## config.mk

```make
export PLATFORM = sky130hd
export DESIGN_NAME = triangle_tangent_bitangent
export DESIGN_NICKNAME = d
export VERILOG_FILES = /design/src/rtl/core/tbn_pkg.sv /design/src/rtl/core/tbn_xmul.sv /design/src/rtl/core/tbn_sqrt.sv /design/src/rtl/core/tbn_div.sv /design/src/rtl/core/triangle_tangent_bitangent.sv
export SDC_FILE = /design/constraint.sdc
export NUM_CORES = 2
export LEC_CHECK = 0
export ABC_AREA = 0
export BUFFER_PORTS_ARGS = -buffer_cell sky130_fd_sc_hd__buf_2
export CAP_MARGIN = 20
export CORE_MARGIN = 3
export CORE_UTILIZATION = 40
export DETAILED_ROUTE_END_ITERATION = 8
export PLACE_DENSITY = 0.6
export SLEW_MARGIN = 20
export SYNTH_ARGS = -nofsm -noshare
export SYNTH_HDL_FRONTEND = slang
export SYNTH_SLANG_ARGS = --single-unit
```

## constraint.sdc

```tcl
create_clock -name clk -period 22.1 [get_ports clk]
set_input_delay 5.525 -clock clk [delete_from_list [all_inputs] [get_ports clk]]
set_output_delay 5.525 -clock clk [all_outputs]
set_load 0.005 [all_outputs]
```

## src/rtl/core/tbn_pkg.sv

```systemverilog
// tbn_pkg: shared types and constants of the tangent frame block.
// No dependencies; used by every file under rtl/core except tbn_xmul.

package tbn_pkg;

    // Fixed field widths
    localparam int OUT_W  = 16;   // unit vector component, Q1.14
    localparam int STAT_W = 2;

    // Fraction bits of a unit vector component; tied to OUT_W
    localparam int UNIT_FRAC_BITS = 14;

    // Normaliser widths: largest component scaled into [2^29, 2^30)
    localparam int NORM_W = 30;
    localparam int SQ_AW  = NORM_W + 1;        // signed operand of the squarer
    localparam int SUM_W  = 2 * NORM_W + 2;    // sum of three squares
    localparam int ROOT_W = NORM_W + 1;        // floor square root of the sum

    // Result status codes
    typedef enum logic [STAT_W-1:0] {
        STAT_OK       = 2'd0,
        STAT_ZERO_DET = 2'd1,
        STAT_ZERO_LEN = 2'd2
    } status_t;

    // Cross-difference operations a*b - c*d run on the serial multiplier
    typedef enum logic [3:0] {
        OP_DET = 4'd0,
        OP_TX  = 4'd1,
        OP_TY  = 4'd2,
        OP_TZ  = 4'd3,
        OP_BX  = 4'd4,
        OP_BY  = 4'd5,
        OP_BZ  = 4'd6,
        OP_NX  = 4'd7,
        OP_NY  = 4'd8,
        OP_NZ  = 4'd9
    } xop_t;

    // Sequencer states
    typedef enum logic [3:0] {
        S_IDLE,
        S_XM_GO,
        S_XM_WAIT,
        S_CHECK,
        S_NM_LOAD,
        S_NM_SHIFT,
        S_SQ_GO,
        S_SQ_WAIT,
        S_SR_GO,
        S_SR_WAIT,
        S_DV_GO,
        S_DV_WAIT,
        S_FINISH
    } state_t;

endpackage

```

## src/rtl/core/tbn_xmul.sv

```systemverilog
// tbn_xmul: bit-serial signed a*b - c*d, one multiplier bit per cycle.
// Depends on nothing; instanced twice by triangle_tangent_bitangent.

module tbn_xmul #(
    parameter int AW = 17
) (
    input  logic                  clk,
    input  logic                  rst_n,
    input  logic                  start,
    input  logic signed [AW-1:0]  a,
    input  logic signed [AW-1:0]  b,
    input  logic signed [AW-1:0]  c,
    input  logic signed [AW-1:0]  d,
    output logic                  done,
    output logic signed [2*AW:0]  result
);

    localparam int RW = 2 * AW + 1;
    localparam int CW = $clog2(AW);

    logic                 busy_reg;
    logic                 done_reg;
    logic [CW-1:0]        cnt_reg;
    logic signed [AW-1:0] a_reg;
    logic signed [AW-1:0] c_reg;
    logic [AW-1:0]        b_reg;
    logic [AW-1:0]        d_reg;
    logic signed [RW-1:0] acc_reg;
    logic signed [RW-1:0] acc_next;
    logic signed [RW-1:0] ax;
    logic signed [RW-1:0] cx;
    logic signed [RW-1:0] t1;
    logic signed [RW-1:0] t2;
    logic                 msb_step;

    // Horner step from the multiplier MSB; the MSB carries negative weight
    always_comb
    begin
        ax       = {{(RW-AW){a_reg[AW-1]}}, a_reg};
        cx       = {{(RW-AW){c_reg[AW-1]}}, c_reg};
        msb_step = (cnt_reg == CW'(AW - 1));
        t1       = b_reg[AW-1] ? ax : '0;
        t2       = d_reg[AW-1] ? cx : '0;
        if (msb_step)
        begin
            t1 = -t1;
            t2 = -t2;
        end
        acc_next = (acc_reg <<< 1) + t1 - t2;
    end

    // Control
    always_ff @(posedge clk or negedge rst_n)
    begin
        if (!rst_n)
        begin
            busy_reg <= 1'b0;
            done_reg <= 1'b0;
            cnt_reg  <= '0;
        end
        else
        begin
            done_reg <= 1'b0;
            if (start)
            begin
                busy_reg <= 1'b1;
                cnt_reg  <= CW'(AW - 1);
            end
            else if (busy_reg)
            begin
                if (cnt_reg == '0)
                begin
                    busy_reg <= 1'b0;
                    done_reg <= 1'b1;
                end
                else
                begin
                    cnt_reg <= cnt_reg - 1'b1;
                end
            end
        end
    end

    // Operand shift registers and accumulator
    always_ff @(posedge clk)
    begin
        if (start)
        begin
            a_reg   <= a;
            c_reg   <= c;
            b_reg   <= b;
            d_reg   <= d;
            acc_reg <= '0;
        end
        else if (busy_reg)
        begin
            acc_reg <= acc_next;
            b_reg   <= b_reg << 1;
            d_reg   <= d_reg << 1;
        end
    end

    assign done   = done_reg;
    assign result = acc_reg;

endmodule

```

## src/rtl/core/tbn_sqrt.sv

```systemverilog
// tbn_sqrt: digit-by-digit floor square root, one root bit per cycle.
// Depends on tbn_pkg for the sum and root widths.

module tbn_sqrt (
    input  logic                         clk,
    input  logic                         rst_n,
    input  logic                         start,
    input  logic [tbn_pkg::SUM_W-1:0]    radicand,
    output logic                         done,
    output logic [tbn_pkg::ROOT_W-1:0]   root
);

    localparam int XW = tbn_pkg::SUM_W;
    localparam int RT = tbn_pkg::ROOT_W;
    localparam int MW = RT + 2;            // partial remainder
    localparam int CW = $clog2(RT);

    logic          busy_reg;
    logic          done_reg;
    logic [CW-1:0] cnt_reg;
    logic [XW-1:0] x_reg;
    logic [MW-1:0] rem_reg;
    logic [RT-1:0] root_reg;
    logic [MW+1:0] rem2;
    logic [MW+1:0] trial;
    logic          fits;

    // Bring down two radicand bits, try root*4+1
    always_comb
    begin
        rem2  = {rem_reg, x_reg[XW-1 -: 2]};
        trial = (MW+2)'({root_reg, 2'b01});
        fits  = (rem2 >= trial);
    end

    always_ff @(posedge clk or negedge rst_n)
    begin
        if (!rst_n)
        begin
            busy_reg <= 1'b0;
            done_reg <= 1'b0;
            cnt_reg  <= '0;
        end
        else
        begin
            done_reg <= 1'b0;
            if (start)
            begin
                busy_reg <= 1'b1;
                cnt_reg  <= CW'(RT - 1);
            end
            else if (busy_reg)
            begin
                if (cnt_reg == '0)
                begin
                    busy_reg <= 1'b0;
                    done_reg <= 1'b1;
                end
                else
                begin
                    cnt_reg <= cnt_reg - 1'b1;
                end
            end
        end
    end

    always_ff @(posedge clk)
    begin
        if (start)
        begin
            x_reg    <= radicand;
            rem_reg  <= '0;
            root_reg <= '0;
        end
        else if (busy_reg)
        begin
            x_reg <= x_reg << 2;
            if (fits)
            begin
                rem_reg  <= MW'(rem2 - trial);
                root_reg <= {root_reg[RT-2:0], 1'b1};
            end
            else
            begin
                rem_reg  <= rem2[MW-1:0];
                root_reg <= {root_reg[RT-2:0], 1'b0};
            end
        end
    end

    assign done = done_reg;
    assign root = root_reg;

endmodule

```

## src/rtl/core/tbn_div.sv

```systemverilog
// tbn_div: restoring unsigned divider, one quotient bit per cycle.
// Depends on tbn_pkg for the divisor and quotient widths.

module tbn_div #(
    parameter int NB = 45
) (
    input  logic                             clk,
    input  logic                             rst_n,
    input  logic                             start,
    input  logic [NB-1:0]                    numer,
    input  logic [tbn_pkg::ROOT_W-1:0]       denom,
    output logic                             done,
    output logic [NB-tbn_pkg::NORM_W:0]      quot
);

    localparam int DW = tbn_pkg::ROOT_W;
    localparam int QW = NB - tbn_pkg::NORM_W + 1;
    localparam int CW = $clog2(NB);

    logic          busy_reg;
    logic          done_reg;
    logic [CW-1:0] cnt_reg;
    logic [NB-1:0] n_reg;
    logic [DW-1:0] d_reg;
    logic [DW-1:0] rem_reg;
    logic [QW-1:0] q_reg;
    logic [DW:0]   rem2;
    logic          fits;

    // Shift in the next numerator bit and try a subtract
    always_comb
    begin
        rem2 = {rem_reg, n_reg[NB-1]};
        fits = (rem2 >= {1'b0, d_reg});
    end

    always_ff @(posedge clk or negedge rst_n)
    begin
        if (!rst_n)
        begin
            busy_reg <= 1'b0;
            done_reg <= 1'b0;
            cnt_reg  <= '0;
        end
        else
        begin
            done_reg <= 1'b0;
            if (start)
            begin
                busy_reg <= 1'b1;
                cnt_reg  <= CW'(NB - 1);
            end
            else if (busy_reg)
            begin
                if (cnt_reg == '0)
                begin
                    busy_reg <= 1'b0;
                    done_reg <= 1'b1;
                end
                else
                begin
                    cnt_reg <= cnt_reg - 1'b1;
                end
            end
        end
    end

    always_ff @(posedge clk)
    begin
        if (start)
        begin
            n_reg   <= numer;
            d_reg   <= denom;
            rem_reg <= '0;
            q_reg   <= '0;
        end
        else if (busy_reg)
        begin
            n_reg <= n_reg << 1;
            if (fits)
            begin
                rem_reg <= DW'(rem2 - {1'b0, d_reg});
                q_reg   <= {q_reg[QW-2:0], 1'b1};
            end
            else
            begin
                rem_reg <= rem2[DW-1:0];
                q_reg   <= {q_reg[QW-2:0], 1'b0};
            end
        end
    end

    assign done = done_reg;
    assign quot = q_reg;

endmodule

```

## src/rtl/core/triangle_tangent_bitangent.sv

```systemverilog
// triangle_tangent_bitangent: per-triangle unit tangent and bitangent.
// Depends on tbn_pkg, tbn_xmul, tbn_sqrt and tbn_div.
//
//  channel  | handshake      | payload
//  ---------+----------------+------------------------------------------------
//  vertex   | start, busy    | pos_x/y/z, tex_u/v, start_triangle
//  result   | done (strobe)  | tangent_x/y/z, bitangent_x/y/z, status
//
// A vertex transaction is taken when start is high and busy is low. The first
// two vertices of a triangle are stored. The third starts a sequence on the
// bit-serial units: ten cross differences on the serial multiplier, then,
// unless the triangle is degenerate, per vector a scaling shift, three
// squarings, the root and three divisions. done pulses one cycle; no stall.
// Reset clears the vertex count and the sequencer.

module triangle_tangent_bitangent #(
    parameter int COORD_WIDTH    = 16
) (
    input  logic                                clk,
    input  logic                                rst_n,
    input  logic                                start,
    output logic                                busy,
    input  logic signed [COORD_WIDTH-1:0]       pos_x,
    input  logic signed [COORD_WIDTH-1:0]       pos_y,
    input  logic signed [COORD_WIDTH-1:0]       pos_z,
    input  logic signed [COORD_WIDTH-1:0]       tex_u,
    input  logic signed [COORD_WIDTH-1:0]       tex_v,
    input  logic                                start_triangle,
    output logic                                done,
    output logic signed [tbn_pkg::OUT_W-1:0]    tangent_x,
    output logic signed [tbn_pkg::OUT_W-1:0]    tangent_y,
    output logic signed [tbn_pkg::OUT_W-1:0]    tangent_z,
    output logic signed [tbn_pkg::OUT_W-1:0]    bitangent_x,
    output logic signed [tbn_pkg::OUT_W-1:0]    bitangent_y,
    output logic signed [tbn_pkg::OUT_W-1:0]    bitangent_z,
    output logic [tbn_pkg::STAT_W-1:0]          status
);

    localparam int W   = COORD_WIDTH;
    localparam int F   = tbn_pkg::UNIT_FRAC_BITS;
    localparam int DW  = W + 1;                              // edge / UV delta
    localparam int RW  = 2 * DW + 1;                         // raw vector component
    localparam int SW  = (RW > tbn_pkg::NORM_W + 1) ? RW : tbn_pkg::NORM_W + 1;
    localparam int NB  = tbn_pkg::NORM_W + 1 + F;            // divider numerator
    localparam int QW  = F + 2;                              // quotient
    localparam int OW  = tbn_pkg::OUT_W;
    localparam int XW  = (QW > OW) ? QW : OW;
    localparam int NW  = tbn_pkg::NORM_W;

    // Sequencer and vertex count
    tbn_pkg::state_t state_reg, state_next;
    tbn_pkg::xop_t   op_reg, op_next;
    logic [1:0]      vcnt_reg, vcnt_next;
    logic            vec_reg, vec_next;
    logic [1:0]      comp_reg, comp_next;
    logic            done_reg, done_next;

    // Vertex store and deltas
    logic signed [W-1:0]  fpos_reg [3];
    logic signed [W-1:0]  spos_reg [3];
    logic signed [W-1:0]  fuv_reg  [2];
    logic signed [W-1:0]  suv_reg  [2];
    logic signed [DW-1:0] e1_reg   [3];
    logic signed [DW-1:0] e2_reg   [3];
    logic signed [DW-1:0] du1_reg, dv1_reg, du2_reg, dv2_reg;

    // Raw products
    logic                 det_zero_reg, det_neg_reg, nz_reg;
    logic signed [RW-1:0] tr_reg [3];
    logic signed [RW-1:0] br_reg [3];

    // Normaliser
    logic [SW-1:0]                 mag_reg  [3];
    logic                          negc_reg [3];
    logic [tbn_pkg::SUM_W-1:0]     sum_reg;
    logic [tbn_pkg::ROOT_W-1:0]    root_reg;

    // Result
    logic signed [OW-1:0]  res_t_reg [3];
    logic signed [OW-1:0]  res_b_reg [3];
    tbn_pkg::status_t      status_reg;

    // Vertex transaction decode
    logic take, is_third, take_first, take_second, take_third;
    logic signed [W-1:0] pin [3];

    // Unit interfaces
    logic                          xm_start, xm_done;
    logic signed [DW-1:0]          xa, xb, xc, xd;
    logic signed [RW-1:0]          xm_res;
    logic                          sq_start, sq_done;
    logic signed [tbn_pkg::SQ_AW-1:0] sq_op;
    logic signed [2*tbn_pkg::SQ_AW:0] sq_res;
    logic                          sr_start, sr_done;
    logic [tbn_pkg::ROOT_W-1:0]    sr_root;
    logic                          dv_start, dv_done;
    logic [NB-1:0]                 dv_numer;
    logic [QW-1:0]                 dv_quot;

    // Misc datapath
    logic [NW-1:0]        s_cur;
    logic [SW-1:0]        mag_or;
    logic                 mag_hi, mag_top;
    logic                 tr_zero, br_zero, flip;
    logic [XW-1:0]        q_ext;
    logic signed [OW-1:0] q_signed;

    assign pin[0] = pos_x;
    assign pin[1] = pos_y;
    assign pin[2] = pos_z;

    assign take        = start && (state_reg == tbn_pkg::S_IDLE);
    assign is_third    = !start_triangle && (vcnt_reg == 2'd2);
    assign take_first  = take && !is_third && (start_triangle || vcnt_reg != 2'd1);
    assign take_second = take && !start_triangle && (vcnt_reg == 2'd1);
    assign take_third  = take && is_third;

    assign busy = (state_reg != tbn_pkg::S_IDLE);

    // Operand select for the cross-difference unit
    always_comb
    begin
        xa = '0;
        xb = '0;
        xc = '0;
        xd = '0;
        unique case (op_reg)
            tbn_pkg::OP_DET: begin xa = du1_reg;   xb = dv2_reg;   xc = du2_reg;   xd = dv1_reg;   end
            tbn_pkg::OP_TX:  begin xa = dv2_reg;   xb = e1_reg[0]; xc = dv1_reg;   xd = e2_reg[0]; end
            tbn_pkg::OP_TY:  begin xa = dv2_reg;   xb = e1_reg[1]; xc = dv1_reg;   xd = e2_reg[1]; end
            tbn_pkg::OP_TZ:  begin xa = dv2_reg;   xb = e1_reg[2]; xc = dv1_reg;   xd = e2_reg[2]; end
            tbn_pkg::OP_BX:  begin xa = du1_reg;   xb = e2_reg[0]; xc = du2_reg;   xd = e1_reg[0]; end
            tbn_pkg::OP_BY:  begin xa = du1_reg;   xb = e2_reg[1]; xc = du2_reg;   xd = e1_reg[1]; end
            tbn_pkg::OP_BZ:  begin xa = du1_reg;   xb = e2_reg[2]; xc = du2_reg;   xd = e1_reg[2]; end
            tbn_pkg::OP_NX:  begin xa = e1_reg[1]; xb = e2_reg[2]; xc = e1_reg[2]; xd = e2_reg[1]; end
            tbn_pkg::OP_NY:  begin xa = e1_reg[2]; xb = e2_reg[0]; xc = e1_reg[0]; xd = e2_reg[2]; end
            tbn_pkg::OP_NZ:  begin xa = e1_reg[0]; xb = e2_reg[1]; xc = e1_reg[1]; xd = e2_reg[0]; end
            default:         begin xa = '0;        xb = '0;        xc = '0;        xd = '0;        end
        endcase
    end

    // Normaliser helpers
    always_comb
    begin
        mag_or   = mag_reg[0] | mag_reg[1] | mag_reg[2];
        mag_hi   = |mag_or[SW-1:NW];
        mag_top  = mag_or[NW-1];
        s_cur    = mag_reg[comp_reg][NW-1:0];
        sq_op    = {1'b0, s_cur};
        dv_numer = {1'b0, s_cur, {F{1'b0}}} + NB'(root_reg >> 1);
        tr_zero  = (tr_reg[0] == '0) && (tr_reg[1] == '0) && (tr_reg[2] == '0);
        br_zero  = (br_reg[0] == '0) && (br_reg[1] == '0) && (br_reg[2] == '0);
        flip     = det_neg_reg && !nz_reg;
        q_ext    = XW'(dv_quot);
        q_signed = (negc_reg[comp_reg] ^ flip) ? -$signed(q_ext[OW-1:0])
                                               : $signed(q_ext[OW-1:0]);
    end

    assign xm_start = (state_reg == tbn_pkg::S_XM_GO);
    assign sq_start = (state_reg == tbn_pkg::S_SQ_GO);
    assign sr_start = (state_reg == tbn_pkg::S_SR_GO);
    assign dv_start = (state_reg == tbn_pkg::S_DV_GO);

    // Next state
    always_comb
    begin
        state_next = state_reg;
        op_next    = op_reg;
        vcnt_next  = vcnt_reg;
        vec_next   = vec_reg;
        comp_next  = comp_reg;
        done_next  = 1'b0;
        unique case (state_reg)
            tbn_pkg::S_IDLE:
            begin
                if (take_first)
                    vcnt_next = 2'd1;
                else if (take_second)
                    vcnt_next = 2'd2;
                else if (take_third)
                begin
                    vcnt_next  = 2'd0;
                    op_next    = tbn_pkg::OP_DET;
                    state_next = tbn_pkg::S_XM_GO;
                end
            end
            tbn_pkg::S_XM_GO:
                state_next = tbn_pkg::S_XM_WAIT;
            tbn_pkg::S_XM_WAIT:
            begin
                if (xm_done)
                begin
                    if (op_reg == tbn_pkg::OP_NZ)
                        state_next = tbn_pkg::S_CHECK;
                    else
                    begin
                        op_next    = tbn_pkg::xop_t'(op_reg + 4'd1);
                        state_next = tbn_pkg::S_XM_GO;
                    end
                end
            end
            tbn_pkg::S_CHECK:
            begin
                if (det_zero_reg || tr_zero || br_zero)
                    state_next = tbn_pkg::S_FINISH;
                else
                begin
                    vec_next   = 1'b0;
                    state_next = tbn_pkg::S_NM_LOAD;
                end
            end
            tbn_pkg::S_NM_LOAD:
                state_next = tbn_pkg::S_NM_SHIFT;
            tbn_pkg::S_NM_SHIFT:
            begin
                if (!mag_hi && mag_top)
                begin
                    comp_next  = 2'd0;
                    state_next = tbn_pkg::S_SQ_GO;
                end
            end
            tbn_pkg::S_SQ_GO:
                state_next = tbn_pkg::S_SQ_WAIT;
            tbn_pkg::S_SQ_WAIT:
            begin
                if (sq_done)
                begin
                    if (comp_reg == 2'd2)
                    begin
                        comp_next  = 2'd0;
                        state_next = tbn_pkg::S_SR_GO;
                    end
                    else
                    begin
                        comp_next  = comp_reg + 2'd1;
                        state_next = tbn_pkg::S_SQ_GO;
                    end
                end
            end
            tbn_pkg::S_SR_GO:
                state_next = tbn_pkg::S_SR_WAIT;
            tbn_pkg::S_SR_WAIT:
            begin
                if (sr_done)
                begin
                    comp_next  = 2'd0;
                    state_next = tbn_pkg::S_DV_GO;
                end
            end
            tbn_pkg::S_DV_GO:
                state_next = tbn_pkg::S_DV_WAIT;
            tbn_pkg::S_DV_WAIT:
            begin
                if (dv_done)
                begin
                    if (comp_reg == 2'd2)
                    begin
                        comp_next = 2'd0;
                        if (vec_reg)
                            state_next = tbn_pkg::S_FINISH;
                        else
                        begin
                            vec_next   = 1'b1;
                            state_next = tbn_pkg::S_NM_LOAD;
                        end
                    end
                    else
                    begin
                        comp_next  = comp_reg + 2'd1;
                        state_next = tbn_pkg::S_DV_GO;
                    end
                end
            end
            tbn_pkg::S_FINISH:
            begin
                done_next  = 1'b1;
                state_next = tbn_pkg::S_IDLE;
            end
            default:
                state_next = tbn_pkg::S_IDLE;
        endcase
    end

    // Control registers
    always_ff @(posedge clk or negedge rst_n)
    begin
        if (!rst_n)
        begin
            state_reg <= tbn_pkg::S_IDLE;
            op_reg    <= tbn_pkg::OP_DET;
            vcnt_reg  <= 2'd0;
            vec_reg   <= 1'b0;
            comp_reg  <= 2'd0;
            done_reg  <= 1'b0;
        end
        else
        begin
            state_reg <= state_next;
            op_reg    <= op_next;
            vcnt_reg  <= vcnt_next;
            vec_reg   <= vec_next;
            comp_reg  <= comp_next;
            done_reg  <= done_next;
        end
    end

    // Datapath registers
    always_ff @(posedge clk)
    begin
        // vertex store
        if (take_first)
        begin
            for (int i = 0; i < 3; i++)
                fpos_reg[i] <= pin[i];
            fuv_reg[0] <= tex_u;
            fuv_reg[1] <= tex_v;
        end
        if (take_second)
        begin
            for (int i = 0; i < 3; i++)
                spos_reg[i] <= pin[i];
            suv_reg[0] <= tex_u;
            suv_reg[1] <= tex_v;
        end

        // edges and UV deltas of the triangle
        if (take_third)
        begin
            for (int i = 0; i < 3; i++)
            begin
                e1_reg[i] <= DW'(spos_reg[i]) - DW'(fpos_reg[i]);
                e2_reg[i] <= DW'(pin[i]) - DW'(fpos_reg[i]);
            end
            du1_reg <= DW'(suv_reg[0]) - DW'(fuv_reg[0]);
            dv1_reg <= DW'(suv_reg[1]) - DW'(fuv_reg[1]);
            du2_reg <= DW'(tex_u) - DW'(fuv_reg[0]);
            dv2_reg <= DW'(tex_v) - DW'(fuv_reg[1]);
            nz_reg  <= 1'b0;
        end

        // collect cross differences
        if (state_reg == tbn_pkg::S_XM_WAIT && xm_done)
        begin
            unique case (op_reg)
                tbn_pkg::OP_DET:
                begin
                    det_zero_reg <= (xm_res == '0);
                    det_neg_reg  <= xm_res[RW-1];
                end
                tbn_pkg::OP_TX: tr_reg[0] <= xm_res;
                tbn_pkg::OP_TY: tr_reg[1] <= xm_res;
                tbn_pkg::OP_TZ: tr_reg[2] <= xm_res;
                tbn_pkg::OP_BX: br_reg[0] <= xm_res;
                tbn_pkg::OP_BY: br_reg[1] <= xm_res;
                tbn_pkg::OP_BZ: br_reg[2] <= xm_res;
                tbn_pkg::OP_NX,
                tbn_pkg::OP_NY,
                tbn_pkg::OP_NZ: nz_reg <= nz_reg | (xm_res != '0);
                default: ;
            endcase
        end

        // degenerate cases give zero vectors
        if (state_reg == tbn_pkg::S_CHECK)
        begin
            if (det_zero_reg)
                status_reg <= tbn_pkg::STAT_ZERO_DET;
            else if (tr_zero || br_zero)
                status_reg <= tbn_pkg::STAT_ZERO_LEN;
            else
                status_reg <= tbn_pkg::STAT_OK;
            if (det_zero_reg || tr_zero || br_zero)
            begin
                for (int i = 0; i < 3; i++)
                begin
                    res_t_reg[i] <= '0;
                    res_b_reg[i] <= '0;
                end
            end
        end

        // load magnitudes of the vector in hand
        if (state_reg == tbn_pkg::S_NM_LOAD)
        begin
            for (int i = 0; i < 3; i++)
            begin
                logic signed [RW-1:0] raw;
                raw         = vec_reg ? br_reg[i] : tr_reg[i];
                negc_reg[i] <= raw[RW-1];
                mag_reg[i]  <= SW'(raw[RW-1] ? $unsigned(-raw) : $unsigned(raw));
            end
            sum_reg <= '0;
        end

        // scale so the largest magnitude sits in [2^29, 2^30)
        if (state_reg == tbn_pkg::S_NM_SHIFT)
        begin
            for (int i = 0; i < 3; i++)
            begin
                if (mag_hi)
                    mag_reg[i] <= mag_reg[i] >> 1;
                else if (!mag_top)
                    mag_reg[i] <= mag_reg[i] << 1;
            end
        end

        if (state_reg == tbn_pkg::S_SQ_WAIT && sq_done)
            sum_reg <= sum_reg + sq_res[tbn_pkg::SUM_W-1:0];

        if (state_reg == tbn_pkg::S_SR_WAIT && sr_done)
            root_reg <= sr_root;

        // rounded quotient with the component sign and handedness flip
        if (state_reg == tbn_pkg::S_DV_WAIT && dv_done)
        begin
            if (vec_reg)
                res_b_reg[comp_reg] <= q_signed;
            else
                res_t_reg[comp_reg] <= q_signed;
        end
    end

    // Serial units
    tbn_xmul #(.AW(DW)) u_xmul (
        .clk    (clk),
        .rst_n  (rst_n),
        .start  (xm_start),
        .a      (xa),
        .b      (xb),
        .c      (xc),
        .d      (xd),
        .done   (xm_done),
        .result (xm_res)
    );

    tbn_xmul #(.AW(tbn_pkg::SQ_AW)) u_sqr (
        .clk    (clk),
        .rst_n  (rst_n),
        .start  (sq_start),
        .a      (sq_op),
        .b      (sq_op),
        .c      ('0),
        .d      ('0),
        .done   (sq_done),
        .result (sq_res)
    );

    tbn_sqrt u_sqrt (
        .clk      (clk),
        .rst_n    (rst_n),
        .start    (sr_start),
        .radicand (sum_reg),
        .done     (sr_done),
        .root     (sr_root)
    );

    tbn_div #(.NB(NB)) u_div (
        .clk   (clk),
        .rst_n (rst_n),
        .start (dv_start),
        .numer (dv_numer),
        .denom (root_reg),
        .done  (dv_done),
        .quot  (dv_quot)
    );

    // Result ports
    assign done        = done_reg;
    assign tangent_x   = res_t_reg[0];
    assign tangent_y   = res_t_reg[1];
    assign tangent_z   = res_t_reg[2];
    assign bitangent_x = res_b_reg[0];
    assign bitangent_y = res_b_reg[1];
    assign bitangent_z = res_b_reg[2];
    assign status      = status_reg;

endmodule

```

==> impl_metrics.py <==
metrics = {
    "setup_path": {
        "path_cells": "buf_2, inv_1, ha_1, fa_1, nor2b_1, o21ai_0, a21boi_0, o21ai_0, buf_4, a21boi_0, o21ai_0, nand2b_1, a41oi_1, a2111oi_0, o21ai_0, a31o_2",
        "startpoint": "pos_y[0]",
        "endpoint_kind": "flop",
        "cp_max_fo": 3,
        "critPathBufInv": 3,
        "max_stage_delay_ns": 0.57,
        "crit_type": "in2reg",
        "r2r_start": "u_sqr.a_reg[4]$_DFFE_PP_",
        "worstPathArrival_ns": 8.90,
        "ff2ff_path_depth": 21,
        "cp_top_family": "compound AO/OA/AOI/OAI gates",
        "cp-start-kind": "input port",
        "cp.required_ns": 22.62,
        "reg2reg_setup_slack_ns": 15.73,
        "cp_common_cell": "o21ai_0",
        "reg2reg_to": "u_sqr.result[60]$_SDFFE_PP0P_",
        "cpMaxStageDelayCell": "a2111oi_0",
    },
    "logic_synthesis": {
        "synth_top_flop_cell": "edfxtp_1",
        "yosys.area_share.xor_xnor": 0.0536,
        "synth-simple-area-share": 0.145,
        "post-synth-top-area-cell": "edfxtp_1",
        "ys_seq_area_frac": 0.494,
        "synth.net_count": 8333,
        "synth_cell_type_count": 83,
        "synth_top_area_frac": 0.426,
        "synth_edf_count": 1106,
        "synthArstFlopShare": 0.0316,
        "syn-cell-area_um2": 77900,
        "synth_top_family_by_area": "compound AO/OA/AOI/OAI gates",
        "syn-instance-count": 7783,
        "yosys_warnings": 0,
        "synth_compound_area_frac": 0.154,
        "ys_ff_latch": 1360,
        "synthAdderAreaFrac": 0.0795,
        "synth_mux_area_frac": 0.0354,
        "synth_area_leaders": "edfxtp_1 43%, ha_1 6.7%, dfxtp_1 5.4%, nand2_1 4.9%, nor2_1 3.7%",
        "syn_area_per_cell_um2": 10.0,
    },
    "die": {
        "die-area_um2": 200000,
        "io_pins": 184,
        "initial_utilization": 0.404,
        "die_w_um": 447,
        "fp.coreArea_um2": 193000,
        "fp-row-count": 161,
        "die_y_um": 447,
    },
    "route": {
        "drc_errors": 7,
        "wire_per_inst_um": 21.2,
        "wl_um": 224000,
        "final_antenna_net_count": 0,
        "first_pass_iters": 9,
        "vias_per_cell": 5.65,
        "vias": 59623,
        "drt_iter0_markers": 5276,
    },
    "timing": {
        "finalMaxSlewViolations": 0,
        "period_share": 0.379,
        "finalHoldViolations": 0,
        "finalSetupTns_ns": 0,
        "setup_viol": 0,
        "timing.hold.ws_ns": 0.424,
        "max_freq_mhz": 119,
        "rsz0062_at_grt": "false",
        "period_minus_slack_ns": 8.38,
        "max_slew.worst_pin.slew_ns": 1.06,
        "fin_skew_ns": 0.0394,
        "slew_headroom": 0.294,
    },
    "cts": {
        "cts_root_buf": "clkbuf_16",
        "insertion_delay_ns": 0.80,
        "clk_pin_slew_ns": 0.06,
        "clock_sinks": 1360,
        "cts_setup_buffers": 0,
        "postCtsResizedCells": 0,
        "cts_tree": "yes",
        "clk_path_buf_depth": 3,
        "holdBufCountCts": 0,
        "cts_max_level": 4,
        "cts_made_buffers": 154,
    },
    "hold_path": {
        "hp-start": "root_reg[0]$_DFFE_PP_",
        "min_path_cells": 0,
        "holdPathEnd": "u_div.d_reg[0]$_DFFE_PP_",
        "hp-class": "reg2reg",
    },
    "job": {
        "maxCapViolations": 0,
    },
    "grt": {
        "grt_use_total": 0.219,
        "grt_pass1_wl_um": 340000,
        "antenna_found_initial": 17,
        "grt_pass1_vias": 56443,
        "grt_max_degree": 163,
        "grt.overflow.total": 0,
    },
    "final_layout": {
        "nNetsFinal": 8441,
        "areaGrowthSynthToFinish_pct": 11.6,
        "drive_above_1_share": 0.0753,
        "mostFrequentLayoutCell": "edfxtp_1",
        "stdcell_count": 10552,
        "final-seq-area_um2": 38500,
        "n_fill_cell": 18035,
        "final_cell_mix": "1106 x edfxtp_1, 1007 x nand2_1, 754 x nor2_1",
        "multi_input_area_um2": 36600,
    },
    "place": {
        "dp_hpwl_um": 166000,
        "dp.cells": 10260,
        "place_congestion": 0.964,
        "port_buffers": 183,
    },
    "outcome": {
        "outcome": "finished, violations left",
        "failed_checks": "DRC",
    },
    "power": {
        "p_per_area_nw_per_um2": 62.9,
        "p_leak_nw": 33.1,
        "irDropWorstVdd_uv": 66.6,
    },
}
## area by class of cell
cell class	instances	share of cell area
Sequential cell	1360	0.443
Multi-Input combinational cell	5642	0.421
Clock buffer	191	0.0483
Tap cell	2526	0.0364
Inverter	454	0.0196
Timing Repair Buffer	279	0.0194
Clock inverter	90	0.0119
Antenna cell	10	0.000288
## worst max path at each step
stage                               to  slack (ns)  cells past startpoint
2_1_floorplan    op_reg[2]$_DFFE_PN0P_        1.25                      5
3_3_place_gp   e2_reg[0][33]$_DFFE_PP_       13.00                     16
3_5_place_dp   e2_reg[0][33]$_DFFE_PP_       12.96                     16
4_1_cts        e2_reg[0][33]$_DFFE_PP_       13.80                     16
5_1_grt        e2_reg[0][33]$_DFFE_PP_       13.47                     16
6_report       e2_reg[0][33]$_DFFE_PP_       13.72                     16
## cells in the mapped netlist, types with 12 or more instances
library cell,number
a211oi_1,43
a21boi_0,45
a21o_1,129
a21oi_1,518
a221oi_1,73
a222oi_1,52
a22o_1,53
a22oi_1,36
a31oi_1,73
and2_1,47
and3_1,40
and4_1,12
buf_1,21
buf_2,32
clkbuf_1,270
dfrtp_1,43
dfxtp_1,211
edfxtp_1,1106
fa_1,48
ha_1,418
inv_1,452
mux2i_1,263
nand2_1,1013
nand2b_1,75
nand3_1,141
nand3b_1,15
nand4_1,56
nor2_1,762
nor2b_1,73
nor3_1,134
nor3b_1,18
nor4_1,74
o2111ai_1,23
o211a_1,13
o211ai_1,22
o21a_1,40
o21ai_0,496
o21bai_1,47
o22ai_1,28
o31ai_1,56
o41ai_1,15
or3_1,55
xnor2_1,320
xor2_1,157
## logic make-up after synthesis
family,after synthesis
AND/OR/NAND/NOR,2549
AO/OA/AOI/OAI,1876
flip-flops,1360
buffers and inverters,781
XOR/XNOR,477
adder cells (fa/ha/maj),466
multiplexers,274
## metrics by stage
stage                     total power, mW  cell area (um2)  utilization  setup slack [ns]
after floorplan                      2.83            77900            -              1.25
after global placement               2.86            81600        0.423             13.00
after detailed placement             2.86            81600        0.423             12.96
after CTS                            5.52            86900        0.450             13.80
after global routing                 5.63            86900        0.450             13.47
final                                5.47            86900        0.450             13.72
## metal layers
layer,GRT usage,vias up,wire length [um]
li1,-,28514,-
met1,0.289,28669,96200
met2,0.357,2006,104000
met3,0.0316,430,13500
met4,0.0962,4,10700
met5,0,-,25
## worst register-to-register path, cell delays in order (launching register included)
cell	delay, ns
edfxtp_1	0.42
or3_1	0.41
o31ai_1	0.52
and3_1	0.31
and2_1	0.21
and3_1	0.68
and2_1	0.23
ha_1	0.22
nand2_1	0.05
o21ai_0	0.16
ha_1	0.45
inv_1	0.09
nor3_1	0.31
nand3_1	0.17
a311oi_1	0.45
nor4_1	0.14
a211oi_1	0.42
a31oi_1	0.30
o21ai_1	0.29
a221oi_1	0.15
xor2_1	0.15
a21oi_1	0.08
## power breakdown
part	internal (mW)	switching, mW
sequential	2.74	0
clock	1.58	1.08
combinational	0.0270	0.0362
total	4.35	1.12
No activity file was read; power rests on OpenSTA's default activity.
